$ cat src/hdl/c_token_scanner_macros.svh
// Assertion macros shared by the scanner modules.
`ifndef C_TOKEN_SCANNER_MACROS_SVH
`define C_TOKEN_SCANNER_MACROS_SVH

`ifndef SYNTHESIS

`define CTOK_ASSERT(name, prop) \
    name: assert property (@(posedge clk) disable iff (!rst_n) prop) \
        else $error("scanner assertion failed");

`define CTOK_NEVER(name, expr) \
    name: assert property (@(posedge clk) disable iff (!rst_n) !(expr)) \
        else $error("scanner forbidden condition seen");

`else

`define CTOK_ASSERT(name, prop)

`define CTOK_NEVER(name, expr)

`endif

`endif

$ cat src/hdl/ctok_pkg.sv
package ctok_pkg;

    localparam int MAX_TOKEN_LEN = 255;
    localparam int LEN_W         = $clog2(MAX_TOKEN_LEN + 1);
    localparam int LENGTH_MAX    = 255;
    localparam int CH_W          = 8;
    localparam int KIND_W        = 3;
    localparam int LENGTH_W      = 8;

    localparam int FIFO_DEPTH = 2;
    localparam int PTR_W      = (FIFO_DEPTH > 1) ? $clog2(FIFO_DEPTH) : 1;
    localparam int CNT_W      = $clog2(FIFO_DEPTH + 1);

    typedef enum logic [KIND_W-1:0] {
        K_IDENT     = 3'd0,
        K_INTEGER   = 3'd1,
        K_REAL      = 3'd2,
        K_EQUALITY  = 3'd3,
        K_ASSIGN    = 3'd4,
        K_DIRECTIVE = 3'd5
    } kind_t;

    typedef enum logic [3:0] {
        CLS_LETTER,
        CLS_DIGIT,
        CLS_UNDER,
        CLS_DOT,
        CLS_EQUALS,
        CLS_SLASH,
        CLS_HASH,
        CLS_STAR,
        CLS_NEWLINE,
        CLS_BLANK,
        CLS_SPACE,
        CLS_OTHER,
        CLS_END
    } cls_t;

    typedef enum logic [3:0] {
        M_IDLE,
        M_IDENT,
        M_INT,
        M_REAL,
        M_EQ,
        M_DIR,
        M_SLASH,
        M_LINE,
        M_BLOCK,
        M_STAR
    } scan_mode_t;

    typedef struct packed {
        logic valid;
        cls_t cls;
    } ctok_beat_t;

endpackage

$ cat src/hdl/ctok_if.sv
interface ctok_text_if import ctok_pkg::*;
();
    logic            valid;
    logic            ready;
    logic [CH_W-1:0] ch;
    logic            end_of_text;

    modport source (output valid, output ch, output end_of_text, input ready);
    modport sink   (input valid, input ch, input end_of_text, output ready);
endinterface

interface ctok_token_if import ctok_pkg::*;
();
    logic                valid;
    logic                ready;
    logic [KIND_W-1:0]   kind;
    logic [LENGTH_W-1:0] length;
    logic                truncated;

    modport source (output valid, output kind, output length, output truncated,
                    input ready);
    modport sink   (input valid, input kind, input length, input truncated,
                    output ready);
endinterface

$ cat src/hdl/ctok_front.sv
module ctok_front import ctok_pkg::*;
(
    ctok_text_if.sink  text,
    input  logic       full,
    output ctok_beat_t push
);

    localparam logic [CH_W-1:0] CH_DIGIT_LO = 8'd48;
    localparam logic [CH_W-1:0] CH_DIGIT_HI = 8'd57;
    localparam logic [CH_W-1:0] CH_UPPER_LO = 8'd65;
    localparam logic [CH_W-1:0] CH_UPPER_HI = 8'd90;
    localparam logic [CH_W-1:0] CH_LOWER_LO = 8'd97;
    localparam logic [CH_W-1:0] CH_LOWER_HI = 8'd122;
    localparam logic [CH_W-1:0] CH_BS       = 8'd8;
    localparam logic [CH_W-1:0] CH_TAB      = 8'd9;
    localparam logic [CH_W-1:0] CH_NL       = 8'd10;
    localparam logic [CH_W-1:0] CH_SPACE    = 8'd32;
    localparam logic [CH_W-1:0] CH_UNDER    = 8'h5F;
    localparam logic [CH_W-1:0] CH_DOT      = 8'h2E;
    localparam logic [CH_W-1:0] CH_HASH     = 8'h23;
    localparam logic [CH_W-1:0] CH_EQUALS   = 8'h3D;
    localparam logic [CH_W-1:0] CH_SLASH    = 8'h2F;
    localparam logic [CH_W-1:0] CH_STAR     = 8'h2A;

    cls_t cls;

    always_comb
    begin
        priority if (text.end_of_text)
            cls = CLS_END;
        else if ((text.ch >= CH_UPPER_LO && text.ch <= CH_UPPER_HI) ||
                 (text.ch >= CH_LOWER_LO && text.ch <= CH_LOWER_HI))
            cls = CLS_LETTER;
        else if (text.ch >= CH_DIGIT_LO && text.ch <= CH_DIGIT_HI)
            cls = CLS_DIGIT;
        else if (text.ch == CH_UNDER)
            cls = CLS_UNDER;
        else if (text.ch == CH_DOT)
            cls = CLS_DOT;
        else if (text.ch == CH_EQUALS)
            cls = CLS_EQUALS;
        else if (text.ch == CH_SLASH)
            cls = CLS_SLASH;
        else if (text.ch == CH_HASH)
            cls = CLS_HASH;
        else if (text.ch == CH_STAR)
            cls = CLS_STAR;
        else if (text.ch == CH_NL)
            cls = CLS_NEWLINE;
        else if (text.ch == CH_BS || text.ch == CH_TAB)
            cls = CLS_BLANK;
        else if (text.ch == CH_SPACE)
            cls = CLS_SPACE;
        else
            cls = CLS_OTHER;
    end

    assign text.ready = !full;
    assign push.valid = text.valid && !full;
    assign push.cls   = cls;

endmodule

$ cat src/hdl/ctok_fifo.sv
`include "c_token_scanner_macros.svh"

module ctok_fifo import ctok_pkg::*;
(
    input  logic       clk,
    input  logic       rst_n,
    input  ctok_beat_t push,
    output logic       full,
    output ctok_beat_t head,
    input  logic       pop
);

    cls_t             mem [FIFO_DEPTH];
    logic [PTR_W-1:0] wr_ptr_reg;
    logic [PTR_W-1:0] wr_ptr_next;
    logic [PTR_W-1:0] rd_ptr_reg;
    logic [PTR_W-1:0] rd_ptr_next;
    logic [CNT_W-1:0] count_reg;
    logic [CNT_W-1:0] count_next;

    always_comb
    begin
        wr_ptr_next = wr_ptr_reg;
        rd_ptr_next = rd_ptr_reg;
        count_next  = count_reg;
        if (push.valid)
        begin
            wr_ptr_next = (wr_ptr_reg == PTR_W'(FIFO_DEPTH - 1)) ? '0 : wr_ptr_reg + 1'b1;
        end
        if (pop)
        begin
            rd_ptr_next = (rd_ptr_reg == PTR_W'(FIFO_DEPTH - 1)) ? '0 : rd_ptr_reg + 1'b1;
        end
        if (push.valid && !pop)
            count_next = count_reg + 1'b1;
        else if (!push.valid && pop)
            count_next = count_reg - 1'b1;
    end

    always_ff @(posedge clk or negedge rst_n)
    begin
        if (!rst_n)
        begin
            wr_ptr_reg <= '0;
            rd_ptr_reg <= '0;
            count_reg  <= '0;
        end
        else
        begin
            wr_ptr_reg <= wr_ptr_next;
            rd_ptr_reg <= rd_ptr_next;
            count_reg  <= count_next;
        end
    end

    always_ff @(posedge clk)
    begin
        if (push.valid)
            mem[wr_ptr_reg] <= push.cls;
    end

    assign full       = (count_reg == CNT_W'(FIFO_DEPTH));
    assign head.valid = (count_reg != '0);
    assign head.cls   = mem[rd_ptr_reg];

    `CTOK_ASSERT(a_fifo_bound, count_reg <= CNT_W'(FIFO_DEPTH))
    `CTOK_NEVER(a_fifo_pop_empty, pop && count_reg == '0)

endmodule

$ cat src/hdl/ctok_back.sv
`include "c_token_scanner_macros.svh"

module ctok_back import ctok_pkg::*;
(
    input  logic         clk,
    input  logic         rst_n,
    input  ctok_beat_t   head,
    output logic         pop,
    ctok_token_if.source token
);

    scan_mode_t          mode_reg;
    scan_mode_t          mode_next;
    logic [LEN_W-1:0]    len_reg;
    logic [LEN_W-1:0]    len_next;
    logic                seq_reg;
    logic                seq_next;
    logic                ovf_reg;
    logic                ovf_next;

    logic                out_valid_reg;
    logic                out_valid_next;
    kind_t               out_kind_reg;
    logic [LENGTH_W-1:0] out_length_reg;
    logic                out_trunc_reg;

    logic                emit;
    kind_t               emit_kind;
    logic                do_grow;
    logic                do_start;
    logic                eq_ok;
    kind_t               eq_kind;
    logic                ends_run;
    logic                word_char;
    scan_mode_t          start_mode;
    logic                len_sat;

    assign pop       = head.valid && (!out_valid_reg || token.ready);
    assign ends_run  = (head.cls == CLS_NEWLINE) || (head.cls == CLS_BLANK) ||
                       (head.cls == CLS_SPACE);
    assign word_char = (head.cls == CLS_LETTER) || (head.cls == CLS_DIGIT) ||
                       (head.cls == CLS_UNDER);
    assign eq_ok     = !ovf_reg && ((len_reg == LEN_W'(1)) ||
                       (len_reg == LEN_W'(2) && seq_reg));
    assign eq_kind   = (len_reg == LEN_W'(1)) ? K_ASSIGN : K_EQUALITY;
    assign len_sat   = (32'(len_reg) > 32'(LENGTH_MAX));

    always_comb
    begin
        unique case (head.cls)
            CLS_LETTER: start_mode = M_IDENT;
            CLS_DIGIT:  start_mode = M_INT;
            CLS_EQUALS: start_mode = M_EQ;
            CLS_SLASH:  start_mode = M_SLASH;
            CLS_HASH:   start_mode = M_DIR;
            default:    start_mode = M_IDLE;
        endcase
    end

    always_comb
    begin
        mode_next = mode_reg;
        len_next  = len_reg;
        seq_next  = seq_reg;
        ovf_next  = ovf_reg;
        emit      = 1'b0;
        emit_kind = K_IDENT;
        do_grow   = 1'b0;
        do_start  = 1'b0;
        if (pop)
        begin
            if (head.cls == CLS_END)
            begin
                unique case (mode_reg)
                    M_IDENT:
                    begin
                        emit      = 1'b1;
                        emit_kind = K_IDENT;
                    end
                    M_INT:
                    begin
                        emit      = 1'b1;
                        emit_kind = K_INTEGER;
                    end
                    M_REAL:
                    begin
                        emit      = 1'b1;
                        emit_kind = K_REAL;
                    end
                    M_DIR:
                    begin
                        emit      = 1'b1;
                        emit_kind = K_DIRECTIVE;
                    end
                    M_EQ:
                    begin
                        emit      = eq_ok;
                        emit_kind = eq_kind;
                    end
                    default:
                    begin
                        emit = 1'b0;
                    end
                endcase
                mode_next = M_IDLE;
                len_next  = '0;
                seq_next  = 1'b0;
                ovf_next  = 1'b0;
            end
            else
            begin
                unique case (mode_reg)
                    M_IDENT:
                    begin
                        if (word_char)
                            do_grow = 1'b1;
                        else
                        begin
                            emit      = 1'b1;
                            emit_kind = K_IDENT;
                            do_start  = 1'b1;
                        end
                    end
                    M_INT:
                    begin
                        if (head.cls == CLS_DIGIT)
                            do_grow = 1'b1;
                        else if (head.cls == CLS_DOT)
                        begin
                            do_grow   = 1'b1;
                            mode_next = M_REAL;
                        end
                        else
                        begin
                            emit      = 1'b1;
                            emit_kind = K_INTEGER;
                            do_start  = 1'b1;
                        end
                    end
                    M_REAL:
                    begin
                        if (head.cls == CLS_DIGIT)
                            do_grow = 1'b1;
                        else
                        begin
                            emit      = 1'b1;
                            emit_kind = K_REAL;
                            do_start  = 1'b1;
                        end
                    end
                    M_EQ:
                    begin
                        if (ends_run)
                        begin
                            emit      = eq_ok;
                            emit_kind = eq_kind;
                            do_start  = 1'b1;
                        end
                        else
                        begin
                            if (len_reg == LEN_W'(1) && head.cls == CLS_EQUALS)
                                seq_next = 1'b1;
                            do_grow = 1'b1;
                        end
                    end
                    M_DIR:
                    begin
                        if (ends_run)
                        begin
                            emit      = 1'b1;
                            emit_kind = K_DIRECTIVE;
                            do_start  = 1'b1;
                        end
                        else
                            do_grow = 1'b1;
                    end
                    M_SLASH:
                    begin
                        if (head.cls == CLS_SLASH)
                            mode_next = M_LINE;
                        else if (head.cls == CLS_STAR)
                            mode_next = M_BLOCK;
                        else
                            do_start = 1'b1;
                    end
                    M_LINE:
                    begin
                        if (head.cls == CLS_NEWLINE)
                            mode_next = M_IDLE;
                    end
                    M_BLOCK:
                    begin
                        if (head.cls == CLS_STAR)
                            mode_next = M_STAR;
                    end
                    M_STAR:
                    begin
                        if (head.cls == CLS_SLASH)
                            mode_next = M_IDLE;
                        else if (head.cls != CLS_STAR)
                            mode_next = M_BLOCK;
                    end
                    default:
                    begin
                        do_start = 1'b1;
                    end
                endcase

                if (do_grow)
                begin
                    if (32'(len_reg) < 32'(MAX_TOKEN_LEN))
                        len_next = len_reg + 1'b1;
                    else
                        ovf_next = 1'b1;
                end

                if (do_start)
                begin
                    mode_next = start_mode;
                    len_next  = (start_mode == M_IDLE) ? '0 : LEN_W'(1);
                    seq_next  = 1'b0;
                    ovf_next  = 1'b0;
                end
            end
        end
    end

    always_comb
    begin
        out_valid_next = out_valid_reg;
        if (pop)
            out_valid_next = emit;
        else if (token.ready)
            out_valid_next = 1'b0;
    end

    always_ff @(posedge clk or negedge rst_n)
    begin
        if (!rst_n)
        begin
            mode_reg      <= M_IDLE;
            len_reg       <= '0;
            seq_reg       <= 1'b0;
            ovf_reg       <= 1'b0;
            out_valid_reg <= 1'b0;
        end
        else
        begin
            mode_reg      <= mode_next;
            len_reg       <= len_next;
            seq_reg       <= seq_next;
            ovf_reg       <= ovf_next;
            out_valid_reg <= out_valid_next;
        end
    end

    always_ff @(posedge clk)
    begin
        if (pop && emit)
        begin
            out_kind_reg   <= emit_kind;
            out_length_reg <= len_sat ? LENGTH_W'(LENGTH_MAX) : LENGTH_W'(len_reg);
            out_trunc_reg  <= ovf_reg || len_sat;
        end
    end

    assign token.valid     = out_valid_reg;
    assign token.kind      = out_kind_reg;
    assign token.length    = out_length_reg;
    assign token.truncated = out_trunc_reg;

    `CTOK_ASSERT(a_eq_len, out_valid_reg && out_kind_reg == K_EQUALITY |-> out_length_reg == 8'd2)
    `CTOK_ASSERT(a_asg_len, out_valid_reg && out_kind_reg == K_ASSIGN |-> out_length_reg == 8'd1)

endmodule

$ cat src/hdl/c_token_scanner.sv
// Byte-serial scanner for C-like text: one byte per beat on text, one beat on
// token for each completed identifier, integer, real, "=", "==" or directive
// (kind, saturated length, truncation flag); comments and blanks give nothing.
// Sustained rate is one byte per clock cycle while token is not stalled, set
// by the mode update of the back-end scanner. A token comes out in the cycle
// after the queue hands over the byte (or end-of-text beat) that ends it, and
// the byte waits in a queue entry ahead of the output register. A two-beat
// queue between classifier and scanner and a registered output let input
// and output stall independently.
module c_token_scanner import ctok_pkg::*;
(
    input  logic         clk,
    input  logic         rst_n,
    ctok_text_if.sink    text,
    ctok_token_if.source token
);

    ctok_beat_t push;
    ctok_beat_t head;
    logic       full;
    logic       pop;

    ctok_front u_front (
        .text (text),
        .full (full),
        .push (push)
    );

    ctok_fifo u_fifo (
        .clk   (clk),
        .rst_n (rst_n),
        .push  (push),
        .full  (full),
        .head  (head),
        .pop   (pop)
    );

    ctok_back u_back (
        .clk   (clk),
        .rst_n (rst_n),
        .head  (head),
        .pop   (pop),
        .token (token)
    );

endmodule
$ cat src/flat_wrapper.sv
// flat-port wrapper written by rule: the top's interface ports become plain ports
module c_token_scanner_flat import ctok_pkg::*;
  (clk, rst_n, text_valid, text_ch, text_end_of_text, text_ready, token_valid, token_kind, token_length, token_truncated, token_ready);
  ctok_text_if text_i ();
  ctok_token_if token_i ();
  input  logic clk;
  input  logic rst_n;
  input wire logic [$bits(text_i.valid)-1:0] text_valid;
  input wire logic [$bits(text_i.ch)-1:0] text_ch;
  input wire logic [$bits(text_i.end_of_text)-1:0] text_end_of_text;
  output wire logic [$bits(text_i.ready)-1:0] text_ready;
  output wire logic [$bits(token_i.valid)-1:0] token_valid;
  output wire logic [$bits(token_i.kind)-1:0] token_kind;
  output wire logic [$bits(token_i.length)-1:0] token_length;
  output wire logic [$bits(token_i.truncated)-1:0] token_truncated;
  input wire logic [$bits(token_i.ready)-1:0] token_ready;
  assign text_i.valid = text_valid;
  assign text_i.ch = text_ch;
  assign text_i.end_of_text = text_end_of_text;
  assign text_ready = text_i.ready;
  assign token_valid = token_i.valid;
  assign token_kind = token_i.kind;
  assign token_length = token_i.length;
  assign token_truncated = token_i.truncated;
  assign token_i.ready = token_ready;
  c_token_scanner u_core (.clk(clk), .rst_n(rst_n), .text(text_i), .token(token_i));
endmodule
$ cat config.mk
export PLATFORM = sky130hd
export DESIGN_NAME = c_token_scanner_flat
export DESIGN_NICKNAME = d
export VERILOG_FILES = /design/src/hdl/ctok_pkg.sv /design/src/hdl/ctok_if.sv /design/src/hdl/ctok_front.sv /design/src/hdl/ctok_fifo.sv /design/src/hdl/ctok_back.sv /design/src/hdl/c_token_scanner.sv /design/src/flat_wrapper.sv
export VERILOG_INCLUDE_DIRS = /design/src /design/src/hdl
export SDC_FILE = /design/constraint.sdc
export NUM_CORES = 1
export LEC_CHECK = 0
export ABC_CLOCK_PERIOD_IN_PS = 3040
export BUFFER_PORTS_ARGS = -buffer_cell sky130_fd_sc_hd__buf_4
export CAP_MARGIN = 5
export CORE_MARGIN = 2
export CORE_UTILIZATION = 59
export DETAILED_ROUTE_END_ITERATION = 6
export PLACE_DENSITY = 0.8
export SYNTH_ARGS = -nofsm -noshare
export SYNTH_HDL_FRONTEND = slang
export SYNTH_SLANG_ARGS = --single-unit
$ cat constraint.sdc
create_clock -name clk -period 3.04 [get_ports clk]
set_clock_uncertainty 0.05 [all_clocks]
set_input_delay 0.456 -clock clk [delete_from_list [all_inputs] [get_ports clk]]
set_output_delay 0.456 -clock clk [all_outputs]
set_load 0.02 [all_outputs]
==> flow_metrics.py <==
metrics = {
    "status": {
        "status": "completed",
    },
    "sta": {
        "fmax_mhz": 368,
        "max_slew_margin": 0.550,
        "fin_crit_ns": 2.72,
        "period_share": 0.895,
        "drv_slew": 0,
        "setup_viol": 0,
        "finalHoldViolations": 0,
        "worst_pin_slew_ns": 0.674,
        "tns_ns": 0,
        "rsz0062_at_grt": "false",
    },
    "setup_path": {
        "r2r_slack_ns": 0.32,
        "cp-start-kind": "flip-flop",
        "criticalPathCategory": "flip-flop to flip-flop",
        "end_kind": "flip-flop",
        "rr_worst_depth": 8,
        "setup.worst_path.start": "u_core.u_fifo.rd_ptr_reg$_DFFE_PN0P_",
        "path_max_fanout": 16,
        "worstPathRequired_ns": 3.21,
        "r2r_start": "u_core.u_fifo.rd_ptr_reg$_DFFE_PN0P_",
        "arrival_ns": 2.89,
    },
    "power_and_ir_drop": {
        "combPwrFrac": 0.529,
        "power_switching_share": 0.420,
        "power_density_nw_per_um2": 967,
        "p_seq_frac": 0.300,
        "pwr-share-clk": 0.172,
        "peakVddDrop_mv": 0.585,
        "power_leakage_uw": 0.00117,
        "p_int_uw": 1710,
        "p_switching_uw": 1240,
    },
    "logic_synthesis": {
        "avgSynthCellArea_um2": 9.60,
        "synth_top_cell_by_area": "edfxtp_1",
        "synthMostInstantiatedCell": "nand2_1",
        "synthCells": 278,
        "synth_edf_count": 20,
        "synth_area_um2": 2670,
        "synth_top_area_share": 0.225,
        "synthArstFlopShare": 0.487,
        "ys_seq_elements": 39,
        "synth_seq_area_share": 0.403,
        "synthesis.nets": 295,
        "ys.flop_type": "edfxtp_1",
        "yosysWarnings": 0,
        "ys_types": 70,
        "synthTopCellsByArea": "edfxtp_1, dfrtp_1, nand2_1",
        "synth_common_cells": "nand2_1, nor2_1, edfxtp_1",
    },
    "floorplan": {
        "die_h_um": 71.3,
        "initial_utilization": 0.613,
        "ios": 27,
        "core_um2": 4350,
        "die_w_um": 71.3,
        "rows": 24,
        "die_area_um2": 5080,
    },
    "clock_tree": {
        "clock_latency_ns": 0.29,
        "clockBufferDepth": 2,
        "cts_tree": "yes",
        "cts-htree-levels": 2,
        "cts.clk_slew.worst_paths_ns": 0.08,
        "cts_buffers": 5,
        "clkSinkCount": 39,
        "clockRootBuffer": "clkbuf_8",
    },
    "min_path": {
        "hold_path.startpoint": "text_end_of_text",
        "min_path_cells": 2,
        "min_path_type": "input port to flip-flop",
    },
    "cells_and_area": {
        "diodes": 0,
        "drive_gt1_frac": 0.205,
        "area_growth_pct": 14.5,
        "num-nets-final": 323,
        "n_fill_cell": 326,
        "final_util": 0.702,
    },
    "global_route": {
        "overflow": 0,
        "grt_pass1_vias": 2158,
        "grt_max_degree": 21,
        "grt_antenna_before_repair": 0,
        "grt_use_total": 0.255,
        "grt_pass1_wl_um": 10300,
    },
    "drt": {
        "drtIter0Drc": 199,
        "drt_drc_violations_left": 0,
        "drt-total-wl_um": 6060,
        "wl_per_cell_um": 16.9,
        "via_per_inst": 6.51,
        "vias": 2338,
        "detail-route-antenna-nets": 0,
        "firstDrtPassIters": 4,
    },
    "placement": {
        "numPortBuffers": 26,
        "gp_congestion": 1.02,
        "dp_hpwl_um": 4430,
    },
    "job": {
        "maxCapViolCount": 0,
    },
}
critical path, stage by stage (launching register included):
cell and delay [ns]:
dfrtp_1 0.50, buf_4 0.22, or3b_4 0.39, a221oi_4 0.31, a311o_2 0.25, nor3_4 0.07
buf_4 0.21, a2111oi_1 0.43, mux2i_1 0.23
layout by cell type, fill, tap and decap left out, types with 4 or more instances in the layout:
master and instances:
a21oi_1 13, a311oi_1 4, a31oi_1 7, and3_1 4
buf_4 33, clkbuf_8 5, dfrtp_1 19, edfxtp_1 20
ha_1 4, inv_1 9, mux2_4 4, mux2i_1 10
nand2_1 27, nand2b_1 4, nand3_1 4, nor2_1 21
nor3_1 12, o211ai_1 4, o21ai_0 19, o21ai_1 6
xnor2_1 4
area by class of cell:
class / instances / area (um^2) / share of cell area
Multi-Input combinational cell: 217 / 1490 / 0.488
Sequential cell: 39 / 1080 / 0.352
Timing Repair Buffer: 34 / 258 / 0.0843
Clock buffer: 6 / 72.6 / 0.0237
Tap cell: 52 / 65.1 / 0.0213
Clock inverter: 2 / 60.1 / 0.0196
Inverter: 9 / 33.8 / 0.0111
path summary, 6_finish.rpt:
check | to
max | u_core.u_back.len_reg[5]$_DFFE_PN0P_
min | u_core.u_fifo.mem[0][3]$_DFFE_PP_
max reg2reg | u_core.u_back.len_reg[5]$_DFFE_PN0P_
min reg2reg | u_core.u_fifo.wr_ptr_reg$_DFFE_PN0P_
max in group asynchronous | u_core.u_fifo.count_reg[0]$_DFFE_PN0P_
min in group asynchronous | u_core.u_back.len_reg[7]$_DFFE_PN0P_
kinds of logic (layout without fill, tap and decap cells):
kind of cell	Yosys count	after routing	synth area share
simple gates	101	101	0.203
compound gates	88	88	0.240
flops	39	39	0.403
buf+inv	22	51	0.0384
mux	17	17	0.0736
xor+xnor	7	7	0.0230
fa+ha+maj	4	4	0.0187
stage by stage:
stage	power, uW	hold slack, ns	setup slack [ns]	instances	instance area [um^2]
finish	2960	0.420	0.319	359	3060
global route	3140	0.424	0.116	359	3060
CTS	2950	0.411	0.303	359	3060
detailed placement	2440	0.302	0.306	350	2910
global placement	2400	0.302	0.402	350	2910
floorplan	2020	0.110	0.487	278	2670
power groups by stage:
stage | registers, uW | clock network (uW) | logic (uW)
floorplan | 959 | 0 | 1060
global placement | 888 | 0 | 1510
detailed placement | 895 | 0 | 1540
CTS | 886 | 513 | 1550
global route | 910 | 538 | 1690
finish | 886 | 507 | 1560
layer usage:
layer	global-route usage	wire, um	vias up	part of all wire
li1	-	-	1120	-
met1	0.366	2830	1124	0.47
met2	0.387	2880	81	0.48
met3	0.0422	251	13	0.041
met4	0.103	103	0	0.017
met5	0	0	-	0
timing repair:
action / in CTS / in global routing
hold buffers: 1 / 0
setup endpoints to repair: 0 / 0
hold endpoints to repair: 19 / 0
resized for setup: 0 / 0
buffers inserted: 0 / 0
Power figures use the tool's default switching activity.
